File: src/iaps_pkg.sv
// Shared types, constants and helpers for the isochronous audio packet-size sequencer.
// No dependencies; used by the top level and its checker.
`default_nettype none

package iaps_pkg;

    // Field and register widths
    localparam int unsigned RATE_W     = 20;
    localparam int unsigned FBYTES_W   = 7;
    localparam int unsigned IVAL_W     = 8;
    localparam int unsigned MODE_W     = 2;
    localparam int unsigned FB_W       = 32;
    localparam int unsigned EPMAX_W    = 16;
    localparam int unsigned PBYTES_W   = 20;
    localparam int unsigned PFRAMES_W  = 14;
    localparam int unsigned STATUS_W   = 2;
    localparam int unsigned XCNT_W     = 9;
    localparam int unsigned CFG_IDX_W  = 3;
    localparam int unsigned CFG_DATA_W = 32;

    // Datapath widths
    localparam int unsigned ACC_W  = 48;              // frame accumulator and quotient
    localparam int unsigned DIV_W  = 17;              // divisor, up to 65536
    localparam int unsigned IPS_W  = 13;              // packets per second, up to 8000
    localparam int unsigned QMS_W  = 9;               // queue target in ms
    localparam int unsigned CEIL_W = 21;              // nominal frames per packet
    localparam int unsigned NOMB_W = CEIL_W + FBYTES_W;

    // Defaults for the top-level parameters
    localparam int unsigned PACKETS_PER_TRANSFER_DEF = 16;
    localparam int unsigned MAX_TRANSFERS_DEF        = 256;

    // Scheduling constants
    localparam int unsigned IPS_HS        = 8000;
    localparam int unsigned IPS_FS        = 1000;
    localparam int unsigned IVAL_SHIFT_MAX = 12;
    localparam int unsigned IVAL_FS_ABOVE = 16;
    localparam int unsigned QMS_IMPLICIT  = 320;
    localparam int unsigned QMS_EXPLICIT  = 180;
    localparam int unsigned MS_PER_S      = 1000;
    localparam int unsigned MIN_TRANSFERS = 24;
    localparam int unsigned FB_ONE        = 65536;    // 1.0 in 16.16

    // Register indexes
    typedef enum logic [CFG_IDX_W-1:0] {
        CFG_SAMPLE_RATE   = 3'd0,
        CFG_FRAME_BYTES   = 3'd1,
        CFG_EP_INTERVAL   = 3'd2,
        CFG_ADJUST_MODE   = 3'd3,
        CFG_FEEDBACK      = 3'd4,
        CFG_EP_MAX_BYTES  = 3'd5,
        CFG_EXPLICIT_FB   = 3'd6
    } t_cfg_idx;

    // Adjust modes
    localparam logic [MODE_W-1:0] MODE_NOMINAL      = 2'd0;
    localparam logic [MODE_W-1:0] MODE_CONSERVATIVE = 2'd1;
    localparam logic [MODE_W-1:0] MODE_FEEDBACK     = 2'd2;

    // Result status codes
    localparam logic [STATUS_W-1:0] STATUS_OK       = 2'd0;
    localparam logic [STATUS_W-1:0] STATUS_CFG_ERR  = 2'd1;
    localparam logic [STATUS_W-1:0] STATUS_OVER_MAX = 2'd2;

    // Register reset values
    localparam logic [RATE_W-1:0]   RST_SAMPLE_RATE = 20'd48000;
    localparam logic [FBYTES_W-1:0] RST_FRAME_BYTES = 7'd4;
    localparam logic [IVAL_W-1:0]   RST_EP_INTERVAL = 8'd1;
    localparam logic [MODE_W-1:0]   RST_ADJUST_MODE = MODE_CONSERVATIVE;

    // Saturation limits of the result fields
    localparam logic [PBYTES_W-1:0]  PBYTES_MAX  = '1;
    localparam logic [PFRAMES_W-1:0] PFRAMES_MAX = '1;

    // Packets per second from the high-speed interval exponent
    function automatic logic [IPS_W-1:0] packets_per_second(input logic [IVAL_W-1:0] iv);
        logic [IVAL_W-1:0] sh;
        logic [IPS_W-1:0]  v;
        sh = iv - IVAL_W'(1);
        if (sh > IVAL_W'(IVAL_SHIFT_MAX)) begin
            sh = IVAL_W'(IVAL_SHIFT_MAX);
        end
        v = IPS_W'(IPS_HS) >> sh[3:0];
        if (iv <= IVAL_W'(1)) begin
            v = IPS_W'(IPS_HS);
        end else if (iv > IVAL_W'(IVAL_FS_ABOVE)) begin
            v = IPS_W'(IPS_FS);
        end else if (v == '0) begin
            v = IPS_W'(1);
        end
        return v;
    endfunction

endpackage

`default_nettype wire

File: src/iso_audio_packet_size_sequencer.sv
// Isochronous audio OUT packet-size sequencer, top level.
// Depends on iaps_pkg; the checker in iaps_checker.sv binds to it.
//
// One item per packet slot; each item yields one result giving the packet's frame and byte
// count, its place in the transfer, a status and the transfer-pool size. All ratio divisions
// go through a single radix-2 restoring divider that retires one quotient bit per cycle over a
// 48-bit dividend; the transfer-pool count uses a multiply by a constant reciprocal. After
// reset and after every write to a defined register the block refreshes its cached ratios (one
// divider pass plus two multiplies) with o_stall high. A conservative or feedback item passes
// the divider, the frame step, the byte multiply and the status step before its result is
// valid; nominal mode and invalid configurations skip the divider and the frame step. The next
// item can be taken in the cycle after the result has been taken, unless a write awaits refresh.
`default_nettype none

module iso_audio_packet_size_sequencer #(
    parameter int unsigned PACKETS_PER_TRANSFER = iaps_pkg::PACKETS_PER_TRANSFER_DEF,
    parameter int unsigned MAX_TRANSFERS        = iaps_pkg::MAX_TRANSFERS_DEF
) (
    input  logic                                i_clk,
    input  logic                                i_rst_n,
    // item input
    input  logic                                i_valid,
    output logic                                o_stall,
    input  logic                                i_restart,
    // result output
    output logic                                o_valid,
    input  logic                                i_stall,
    output logic [iaps_pkg::PBYTES_W-1:0]       o_packet_bytes,
    output logic [iaps_pkg::PFRAMES_W-1:0]      o_packet_frames,
    output logic                                o_last_in_transfer,
    output logic [iaps_pkg::STATUS_W-1:0]       o_status,
    output logic [iaps_pkg::XCNT_W-1:0]         o_transfer_count,
    // register writes
    input  logic                                i_cfg_we,
    input  logic [iaps_pkg::CFG_IDX_W-1:0]      i_cfg_idx,
    input  logic [iaps_pkg::CFG_DATA_W-1:0]     i_cfg_data
);

    localparam int unsigned ACC_W    = iaps_pkg::ACC_W;
    localparam int unsigned DIV_W    = iaps_pkg::DIV_W;
    localparam int unsigned BYTES_W  = ACC_W + iaps_pkg::FBYTES_W;
    localparam int unsigned POS_W    = (PACKETS_PER_TRANSFER > 1) ?
                                       $clog2(PACKETS_PER_TRANSFER) : 1;
    localparam int unsigned XC_W     = $clog2(MAX_TRANSFERS + 1);
    localparam int unsigned CNT_W    = $clog2(ACC_W);
    localparam int unsigned XFER_DEN = iaps_pkg::MS_PER_S * PACKETS_PER_TRANSFER;
    localparam int unsigned PROD_W   = iaps_pkg::IPS_W + iaps_pkg::QMS_W;
    // transfer count: floor(n / XFER_DEN) as (n * ceil(2^(XN_W+XD_L) / XFER_DEN)) >> (XN_W+XD_L),
    // exact for every n below 2^XN_W
    localparam int unsigned XN_W     = PROD_W + 1;
    localparam int unsigned XD_L     = $clog2(XFER_DEN);
    localparam int unsigned XM_W     = XN_W + 1;
    localparam int unsigned XMUL_W   = XN_W + XM_W;
    localparam int unsigned XQ_W     = XMUL_W - (XN_W + XD_L);
    localparam longint unsigned XFER_RECIP =
        ((64'd1 << (XN_W + XD_L)) + 64'(XFER_DEN) - 64'd1) / 64'(XFER_DEN);

    typedef enum logic [3:0] {
        S_IDLE,
        S_RC_XFER,
        S_RC_CEIL,
        S_RC_NOM,
        S_DIV,
        S_FRM,
        S_MUL,
        S_FIN,
        S_OUT
    } t_state;

    // Configuration registers
    logic [iaps_pkg::RATE_W-1:0]   r_rate;
    logic [iaps_pkg::FBYTES_W-1:0] r_fbytes;
    logic [iaps_pkg::IVAL_W-1:0]   r_interval;
    logic [iaps_pkg::MODE_W-1:0]   r_mode;
    logic [iaps_pkg::FB_W-1:0]     r_feedback;
    logic [iaps_pkg::EPMAX_W-1:0]  r_epmax;
    logic                          r_explicit;
    logic                          r_dirty;

    // Cached ratios
    logic [iaps_pkg::FB_W-1:0]     r_tgt_num;
    logic [DIV_W-1:0]              r_tgt_den;
    logic [iaps_pkg::CEIL_W-1:0]   r_ceil;
    logic [iaps_pkg::NOMB_W-1:0]   r_nomb;
    logic [XC_W-1:0]               r_xfer;

    // Sequencer and per-transfer state
    t_state                        r_state;
    logic [POS_W-1:0]              r_pos;
    logic [ACC_W-1:0]              r_acc;
    logic [ACC_W-1:0]              r_emit;
    logic [ACC_W-1:0]              r_frames;
    logic [BYTES_W-1:0]            r_bytes;
    logic                          r_cfg_err;
    logic                          r_last;

    // Shared divider
    logic [ACC_W-1:0]              r_quo;
    logic [DIV_W-1:0]              r_rem;
    logic [DIV_W-1:0]              r_dvs;
    logic [CNT_W-1:0]              r_cnt;

    logic [DIV_W:0]                div_shifted;
    logic [DIV_W+1:0]              div_diff;
    logic                          div_take;
    logic [DIV_W-1:0]              n_rem;
    logic [ACC_W-1:0]              n_quo;
    logic                          div_done;

    always_comb begin
        div_shifted = {r_rem, r_quo[ACC_W-1]};
        div_diff    = {1'b0, div_shifted} - {2'b00, r_dvs};
        div_take    = ~div_diff[DIV_W+1];
        n_rem       = div_take ? div_diff[DIV_W-1:0] : div_shifted[DIV_W-1:0];
        n_quo       = {r_quo[ACC_W-2:0], div_take};
        div_done    = (r_cnt == '0);
    end

    // Recompute operands
    logic [iaps_pkg::IPS_W-1:0]    ips;
    logic [iaps_pkg::QMS_W-1:0]    qms;
    logic [PROD_W-1:0]             xfer_prod;
    logic [ACC_W-1:0]              xfer_dividend;
    logic [XMUL_W-1:0]             xfer_mul;
    logic [XQ_W-1:0]               xfer_quo;
    logic                          use_fb;
    logic [ACC_W-1:0]              ceil_dividend;

    always_comb begin
        ips           = iaps_pkg::packets_per_second(r_interval);
        qms           = r_explicit ? iaps_pkg::QMS_W'(iaps_pkg::QMS_EXPLICIT)
                                   : iaps_pkg::QMS_W'(iaps_pkg::QMS_IMPLICIT);
        xfer_prod     = PROD_W'(ips) * PROD_W'(qms);
        xfer_dividend = ACC_W'(xfer_prod) + ACC_W'(XFER_DEN - 1);
        // r_quo holds the rounded-up dividend during S_RC_XFER
        xfer_mul      = XMUL_W'(r_quo[XN_W-1:0]) * XMUL_W'(XFER_RECIP);
        xfer_quo      = xfer_mul[XMUL_W-1:XN_W+XD_L];
        use_fb        = (r_mode == iaps_pkg::MODE_FEEDBACK) && (r_feedback != '0);
        ceil_dividend = ACC_W'(r_tgt_num) + ACC_W'(r_tgt_den) - ACC_W'(1);
    end

    // Item-side operands
    logic [POS_W-1:0]              cur_pos;
    logic                          cur_last;
    logic                          cfg_bad;
    logic [ACC_W-1:0]              acc_base;
    logic [ACC_W-1:0]              emit_base;
    logic [ACC_W-1:0]              acc_new;
    logic [ACC_W-1:0]              frm_next;
    logic [BYTES_W-1:0]            byte_limit;
    logic [XC_W-1:0]               xfer_clamped;

    always_comb begin
        cur_pos = r_pos;
        if (i_restart || (POS_W'(r_pos) >= POS_W'(PACKETS_PER_TRANSFER - 1) + POS_W'(1)
                          && PACKETS_PER_TRANSFER < (1 << POS_W))) begin
            cur_pos = '0;
        end
        if (PACKETS_PER_TRANSFER == 1) begin
            cur_pos = '0;
        end
        cur_last  = (cur_pos == POS_W'(PACKETS_PER_TRANSFER - 1));
        cfg_bad   = (r_rate == '0) || (r_fbytes == '0);
        acc_base  = (cur_pos == '0) ? '0 : r_acc;
        emit_base = (cur_pos == '0) ? '0 : r_emit;
        acc_new   = acc_base + ACC_W'(r_tgt_num);
        // floor difference, at least one frame
        frm_next  = (r_quo > r_emit) ? (r_quo - r_emit) : ACC_W'(1);
        byte_limit = (r_epmax != '0) ? BYTES_W'(r_epmax) : BYTES_W'(r_nomb);
        xfer_clamped = XC_W'(MAX_TRANSFERS);
        if (ACC_W'(xfer_quo) < ACC_W'(iaps_pkg::MIN_TRANSFERS)) begin
            xfer_clamped = XC_W'(iaps_pkg::MIN_TRANSFERS);
        end else if (ACC_W'(xfer_quo) <= ACC_W'(MAX_TRANSFERS)) begin
            xfer_clamped = XC_W'(xfer_quo);
        end
    end

    assign o_stall = (r_state != S_IDLE) || r_dirty;

    always_ff @(posedge i_clk) begin
        if (!i_rst_n) begin
            r_state   <= S_IDLE;
            r_dirty   <= 1'b1;
            r_pos     <= '0;
            r_acc     <= '0;
            r_emit    <= '0;
            r_cnt     <= '0;
            o_valid   <= 1'b0;
            r_rate     <= iaps_pkg::RST_SAMPLE_RATE;
            r_fbytes   <= iaps_pkg::RST_FRAME_BYTES;
            r_interval <= iaps_pkg::RST_EP_INTERVAL;
            r_mode     <= iaps_pkg::RST_ADJUST_MODE;
            r_feedback <= '0;
            r_epmax    <= '0;
            r_explicit <= 1'b0;
        end else begin
            case (r_state)
                S_IDLE: begin
                    if (r_dirty) begin
                        r_dirty   <= 1'b0;
                        r_tgt_num <= use_fb ? r_feedback : iaps_pkg::FB_W'(r_rate);
                        r_tgt_den <= use_fb ? DIV_W'(iaps_pkg::FB_ONE) : DIV_W'(ips);
                        r_quo     <= xfer_dividend;
                        r_state   <= S_RC_XFER;
                    end else if (i_valid) begin
                        r_last    <= cur_last;
                        r_pos     <= cur_last ? '0 : cur_pos + POS_W'(1);
                        r_cfg_err <= cfg_bad;
                        if (cfg_bad) begin
                            // accumulator left as it is
                            r_frames <= '0;
                            r_state  <= S_MUL;
                        end else begin
                            r_emit <= emit_base;
                            if (r_mode == iaps_pkg::MODE_NOMINAL) begin
                                r_acc    <= acc_base;
                                r_frames <= ACC_W'(r_ceil);
                                r_state  <= S_MUL;
                            end else begin
                                r_acc   <= acc_new;
                                r_quo   <= acc_new;
                                r_rem   <= '0;
                                r_dvs   <= r_tgt_den;
                                r_cnt   <= CNT_W'(ACC_W - 1);
                                r_state <= S_DIV;
                            end
                        end
                    end
                end
                S_RC_XFER: begin
                    r_xfer  <= xfer_clamped;
                    r_quo   <= ceil_dividend;
                    r_rem   <= '0;
                    r_dvs   <= r_tgt_den;
                    r_cnt   <= CNT_W'(ACC_W - 1);
                    r_state <= S_RC_CEIL;
                end
                S_RC_CEIL: begin
                    r_quo <= n_quo;
                    r_rem <= n_rem;
                    r_cnt <= r_cnt - CNT_W'(1);
                    if (div_done) begin
                        r_ceil  <= (n_quo == '0) ? iaps_pkg::CEIL_W'(1)
                                                 : iaps_pkg::CEIL_W'(n_quo);
                        r_state <= S_RC_NOM;
                    end
                end
                S_RC_NOM: begin
                    r_nomb  <= iaps_pkg::NOMB_W'(r_ceil) * iaps_pkg::NOMB_W'(r_fbytes);
                    r_state <= S_IDLE;
                end
                S_DIV: begin
                    r_quo <= n_quo;
                    r_rem <= n_rem;
                    r_cnt <= r_cnt - CNT_W'(1);
                    if (div_done) begin
                        r_state <= S_FRM;
                    end
                end
                S_FRM: begin
                    r_frames <= frm_next;
                    r_emit   <= r_emit + frm_next;
                    r_state  <= S_MUL;
                end
                S_MUL: begin
                    r_bytes <= BYTES_W'(r_frames) * BYTES_W'(r_fbytes);
                    r_state <= S_FIN;
                end
                S_FIN: begin
                    if (r_cfg_err) begin
                        o_status <= iaps_pkg::STATUS_CFG_ERR;
                    end else if (r_bytes > byte_limit) begin
                        o_status <= iaps_pkg::STATUS_OVER_MAX;
                    end else begin
                        o_status <= iaps_pkg::STATUS_OK;
                    end
                    o_packet_bytes <= (r_bytes > BYTES_W'(iaps_pkg::PBYTES_MAX)) ?
                                      iaps_pkg::PBYTES_MAX : iaps_pkg::PBYTES_W'(r_bytes);
                    o_packet_frames <= (r_frames > ACC_W'(iaps_pkg::PFRAMES_MAX)) ?
                                       iaps_pkg::PFRAMES_MAX : iaps_pkg::PFRAMES_W'(r_frames);
                    o_last_in_transfer <= r_last;
                    o_transfer_count   <= iaps_pkg::XCNT_W'(r_xfer);
                    o_valid            <= 1'b1;
                    r_state            <= S_OUT;
                end
                S_OUT: begin
                    if (!i_stall) begin
                        o_valid <= 1'b0;
                        r_state <= S_IDLE;
                    end
                end
                default: begin
                    r_state <= S_IDLE;
                end
            endcase

            // register writes; a write to a defined index forces the cached ratios to be rebuilt
            if (i_cfg_we) begin
                case (i_cfg_idx)
                    iaps_pkg::CFG_SAMPLE_RATE: begin
                        r_rate  <= i_cfg_data[iaps_pkg::RATE_W-1:0];
                        r_dirty <= 1'b1;
                    end
                    iaps_pkg::CFG_FRAME_BYTES: begin
                        r_fbytes <= i_cfg_data[iaps_pkg::FBYTES_W-1:0];
                        r_dirty  <= 1'b1;
                    end
                    iaps_pkg::CFG_EP_INTERVAL: begin
                        r_interval <= i_cfg_data[iaps_pkg::IVAL_W-1:0];
                        r_dirty    <= 1'b1;
                    end
                    iaps_pkg::CFG_ADJUST_MODE: begin
                        r_mode  <= i_cfg_data[iaps_pkg::MODE_W-1:0];
                        r_dirty <= 1'b1;
                    end
                    iaps_pkg::CFG_FEEDBACK: begin
                        r_feedback <= i_cfg_data[iaps_pkg::FB_W-1:0];
                        r_dirty    <= 1'b1;
                    end
                    iaps_pkg::CFG_EP_MAX_BYTES: begin
                        r_epmax <= i_cfg_data[iaps_pkg::EPMAX_W-1:0];
                        r_dirty <= 1'b1;
                    end
                    iaps_pkg::CFG_EXPLICIT_FB: begin
                        r_explicit <= i_cfg_data[0];
                        r_dirty    <= 1'b1;
                    end
                    default: begin
                        r_dirty <= r_dirty;
                    end
                endcase
            end
        end
    end

endmodule

`default_nettype wire

File: config.mk
export PLATFORM = sky130hd
export DESIGN_NAME = iso_audio_packet_size_sequencer
export DESIGN_NICKNAME = d
export VERILOG_FILES = /design/src/iaps_pkg.sv /design/src/iso_audio_packet_size_sequencer.sv
export SDC_FILE = /design/constraint.sdc
export NUM_CORES = 2
export LEC_CHECK = 0
export ABC_AREA = 1
export BUFFER_PORTS_ARGS = -buffer_cell sky130_fd_sc_hd__buf_4
export CORE_ASPECT_RATIO = 1.1
export CORE_MARGIN = 2
export CORE_UTILIZATION = 30
export DETAILED_ROUTE_END_ITERATION = 10
export PLACE_DENSITY = 0.52
export SYNTH_ARGS = -nofsm -noshare
export SYNTH_HDL_FRONTEND = slang
export SYNTH_SLANG_ARGS = --single-unit
File: constraint.sdc
create_clock -name i_clk -period 29 [get_ports i_clk]
set_input_delay 4.35 -clock i_clk [delete_from_list [all_inputs] [get_ports i_clk]]
set_output_delay 4.35 -clock i_clk [all_outputs]
set_load 0.1 [all_outputs]
# Word-level counts from Yosys, hierarchy flattened
# Index checks and enable logic that the tools add are counted.
[word_totals]
inputBits = 41
out_inout_bits = 48
ff_bits = 538
[classes]
order_cmp = 9
addsub = 10
bitwise = 4
n_reduce_logical = 48
eq_ne = 29
shift = 1
n_mul = 4
n_mux = 59
[ops]
columns = ["operator", "count"]
rows = [
  ["$mux 48", 15],
  ["$pmux 48 s2", 2],
  ["$mux 17", 10],
  ["$pmux 48 s3", 1],
  ["$gt 55x20->1 const B", 1],
  ["$gt 55x28->1", 1],
  ["$mul 48x7->55", 1],
  ["$pmux 17 s3", 1],
  ["$add 48x32->48", 1],
  ["$add 48x48->48", 1],
  ["$gt 48x14->1 const B", 1],
  ["$gt 48x48->1", 1],
  ["$logic_not 48->1", 1],
  ["$sub 48x48->48", 1],
  ["$mul 23x24->47 const B", 1],
  ["$mux 13", 3],
  ["$pmux 17 s2", 1],
  ["$sub 33x1->34 const B", 1],
  ["$add 32x17->33", 1],
  ["$mux 4", 8],
  ["$pmux 4 s8", 1],
  ["$reduce_bool 32->1", 1],
  ["$mul 21x7->28", 1],
  ["$mux 28", 1],
  ["50 further kinds", 107],
]

# Longest topological paths before layout
[logic_depth]
ltp_word = 12
mapped_depth = 38
mapped_depth_nobuf = 38

# Least setup slack after synthesis
# Ideal clock, no wire load.
[synth_path]
path_kind = "input to register"
start = "in i_rst_n"
end = "reg r_quo[0] (enable)"
setup_time_ps = 712
n_path_buf = 2
t_arrival_ps = 12425
slack_ps = 15863
path_stages = 4
path_cell_list = "clkbuf_1 > inv_1 > clkbuf_1 > a2111oi_0"
[synth_between]
elab_chain_cells = 1
[synth_lines]
columns = ["element", "line_no", "source"]
rows = [
  ["start, declared", "iso_audio_packet_size_sequencer.sv:20", "input logic i_rst_n,"],
  ["$reduce_and 5->1 (no line)", "--", ""],
  ["end signal, assigned", "iso_audio_packet_size_sequencer.sv:203", "r_quo <= xfer_dividend;"],
  ["end signal, assigned", "iso_audio_packet_size_sequencer.sv:221", "r_quo <= acc_new;"],
  ["end signal, assigned", "iso_audio_packet_size_sequencer.sv:232", "r_quo <= ceil_dividend;"],
  ["end, declared", "iso_audio_packet_size_sequencer.sv:98", "logic [ACC_W-1:0] r_quo;"],
]
# No other way between the ends.
# A chain may end at the register's enable or synchronous reset.

# Final worst setup path
[layout_path]
start = "in i_restart"
end = "reg r_quo[32], data pin"
[layout_between]
elab_chain_cells = 9
[layout_lines]
columns = ["element", "line_no", "source"]
rows = [
  ["start, declared", "iso_audio_packet_size_sequencer.sv:24", "input logic i_restart,"],
  ["$mux 4", "iso_audio_packet_size_sequencer.sv:155", "if (i_restart || (POS_W'(r_pos) >= POS_W'(PACKETS_PER_TRANSFER - 1) + POS_W'(1)"],
  ["$logic_not 4->1", "iso_audio_packet_size_sequencer.sv:164", "acc_base = (cur_pos == '0) ? '0 : r_acc;"],
  ["$mux 48", "iso_audio_packet_size_sequencer.sv:164", ""],
  ["$add 48x32->48", "iso_audio_packet_size_sequencer.sv:166", "acc_new = acc_base + ACC_W'(r_tgt_num);"],
  ["$mux 48", "iso_audio_packet_size_sequencer.sv:215", "if (r_mode == iaps_pkg::MODE_NOMINAL) begin"],
  ["$mux 48", "iso_audio_packet_size_sequencer.sv:209", "if (cfg_bad) begin"],
  ["$mux 48", "iso_audio_packet_size_sequencer.sv:205", "end else if (i_valid) begin"],
  ["$mux 48", "iso_audio_packet_size_sequencer.sv:199", "if (r_dirty) begin"],
  ["$pmux 48 s3", "iso_audio_packet_size_sequencer.sv:197", "case (r_state)"],
]
# No other way between the ends. The select of a mux whose other input is x is not followed.

==> summary.md <==
| Metric | Value |
|---|---|
| Outcome | finished clean |
| Total clock sinks | ~530 |
| Skew final | 0.0501 ns |
| Via count | 50495 |
| Distinct cells, synth | 71 |
| HPWL after DPL | 160 mm |
| Critical Path End Type | flop |
| Crit share post-route | 27.6% |
| Total wire length | 198 mm |
| Slew Limit Headroom | 30.5% |
| DR iter-0 viols | 3333 |
| Placement Rows | roughly 170 |
| Starting density of the core | 30.1% |
| Final Hold Viols | 0 |
| DRT Pass-1 Iters | 5 |
| GRT overflow | 0 |
| Setup violations, final | 0 |
| Post-synth top flop | edfxtp_1 |
| HP Class | flop to flop |
| R2R cell count | 25 |
| Initial antenna violation count | 12 |
| Slew @ Worst Pin | 1.04 ns |
| Post-synth EDFFs | 334 |
| Vias in the first global route | 51120 |
| Worst stage delay on the critical path | 0.69 ns |
| Fmax | 0.125 GHz |
| CP Class | input pin to flop |
| Post-CTS Setup Bufs | 0 |
| Vias/cell | 4.94 |
| Hold Path End | o_transfer_count[0] |
| Number of port buffers | 88 |
| FF-to-FF End | r_xfer[0] |
| Max Buffers Root-to-Sink | 3 |
| Clock Latency Late Sink | slightly above 0.7 ns |
| Core area | between 150000 and 200000 um^2 |
| Layout area overhead | 9.43% |
| Hold_sp | r_xfer[0] |
| Inserted Clock Buffers | 69 |
| Yosys warnings | 0 |
| Post-synth design cell area | approximately 59000 um^2 |
| Max Cap Viol | 0 |
| R2r setup slk | 21.54 ns |
| Max Slew Vio Count | 0 |
| Yosys reg bits | 532 |
| Syn_area_per_cell | 7.80 um^2 |
| GP Congestion | 0.920 |
| Post-DRT Antenna Nets | 0 |
| CTS root buf | clkbuf_16 |
| Worst EP required | 29.38 ns |
| Tot GR Track Use | 19.4% |
| Pin count of the biggest net entering global routing | 80 |
| Critical path peak fanout | 27 |
| H-tree depth | 3 |
| Die W | 428 um |
| Clock transition at path regs | 0.06 ns |
| Routed len/inst | 19.4 um |
| Hold depth | 0 |
| Max stage delay cell, worst path | nor2_4 |
| Die height | around 470 um |
| Minimum clock period | between 7 and 8 ns |
| Asr flop ratio synth | 0% |
| Startpoint types | input pin |
| Post-synthesis cell count | 7625 |
| CTS tree | built |
| Die area | approximately 200000 um^2 |
| Worst r2r src | r_quo[11] |
| Hold-fix buffers, CTS | 0 |
| Global-route wire length before repair | 305 mm |
| IO Pins | 89 |
| Sequential-to-total area share from yosys stat | 23.5% |
| Sum Neg Setup Slack | 0 ns |
| Layout cells sized above 1 | 5.26% |
| RSZ-0062 raised after global routing | no |
| Crit path cell chain | buf_4 -> nor2_1 -> inv_1 -> ha_1 -> nand2_2 -> nor2_4 -> inv_4 -> nand2_1 -> inv_1 -> ha_1 -> a21oi_1 -> inv_1 -> a21oi_1 -> o221ai_1 -> a21oi_1 -> nand2_1 -> a21oi_2 -> xor2_1 -> o221ai_1 |
| Arr. time, crit path | 8.37 ns |
| Cts repair resizes | 0 |
| Drc violations | 0 |
| Nets | 8792 |
metal layers:
layer,global-route usage (%),share of wire [%]
met1,25.1,43
met2,33.5,48
met3,2.16,4.9
met4,6.53,3.3
met5,0,0.027
critical path: cells and delay by family:
kind / cells / cell delay, ns
xor+xnor: 1 / 0.26
simple gates: 5 / 1.16
fa+ha+maj: 2 / 0.49
compound gates: 6 / 1.38
buf+inv: 5 / 0.70
sequential cells by signal (all words and copies together) (netlist names), 9 cells and up:
register and cells:
r_bytes 55, r_acc 48, r_emit 48, r_frames 48, r_quo 48, r_feedback 32
r_tgt_num 32, r_nomb 28, r_ceil 21, o_packet_bytes 20, r_rate 20, r_rem 17
r_epmax 16, o_packet_frames 14, r_dvs 14, r_tgt_den 14, o_transfer_count 9, r_xfer 9
final cells by class:
cell class / instances / area, um^2
fill: 21055 / 132000
multi-input combinational: 5450 / 39200
sequential: 532 / 14000
inverter: 1378 / 5180
tap: 2595 / 3250
clock buffer: 86 / 1850
timing repair buffer: 140 / 1050
clock inverter: 41 / 485
antenna: 2 / 5.00
cell usage in the layout (no fill, tap or decap), types with 60 or more instances in the layout:
cell type,count
nand2_1,1534
xnor2_1,72
dfxtp_1,191
nor3_1,74
o21ai_0,382
fa_1,516
xor2_1,118
a31oi_1,71
edfxtp_1,334
nor4_1,60
nand3_1,177
ha_1,664
a21oi_1,646
inv_1,1358
clkbuf_16,70
buf_4,140
nor2_1,686
per-stage QoR:
step                area (um^2)  worst slack [ns]  instances  hold WS (ns)  util (%)
finish                    65100             21.01      10224         0.429      33.0
global route              65100             20.69      10222         0.427      33.0
CTS                       65100             21.12      10222         0.428      33.0
detailed placement        62700             20.40      10095         0.422      31.8
global placement          62700             20.41      10095         0.413      31.8
floorplan                 59500             15.86       7626         0.400         -
logic make-up (layout without fill, tap and decap cells):
kind of cell | after synthesis | count (layout) | synth area share, %
and+or+nand+nor | 2711 | 2711 | 18.8
buffers and inverters | 1644 | 1645 | 10.6
AOI/OAI and AO/OA | 1367 | 1367 | 12.9
adders and majority gates | 1180 | 1180 | 31.3
DFF | 532 | 532 | 23.5
xor gates and xnor gates | 190 | 190 | 2.80
other | 1 | 4 | 0.00631
synth_stat cells, types with 78 or more instances:
cell / number / area [um^2]
a21oi_1: 647 / 3240
clkbuf_1: 157 / 589
dfxtp_1: 198 / 3960
edfxtp_1: 334 / 10000
fa_1: 516 / 10300
ha_1: 664 / 8310
inv_1: 1360 / 5100
nand2_1: 1535 / 5760
nand3_1: 177 / 886
nor2_1: 691 / 2590
nor3_1: 78 / 390
o21ai_0: 382 / 1910
xor2_1: 118 / 1030
worst max path at each step:
| stage | start | to | slack, ns | depth (start not counted) |
|---|---|---|---|---|
| global placement | i_restart | r_quo[36] | 20.41 | 22 |
| CTS | i_restart | r_quo[36] | 21.12 | 22 |
| floorplan | i_rst_n | r_quo[0] | 15.86 | 4 |
| detailed placement | i_restart | r_quo[32] | 20.40 | 19 |
| global route | i_restart | r_quo[34] | 20.69 | 21 |
| finish | i_restart | r_quo[32] | 21.01 | 19 |
Power is not shown: default switching activity piles up to over one toggle a cycle in this logic, so the estimate is an artifact.
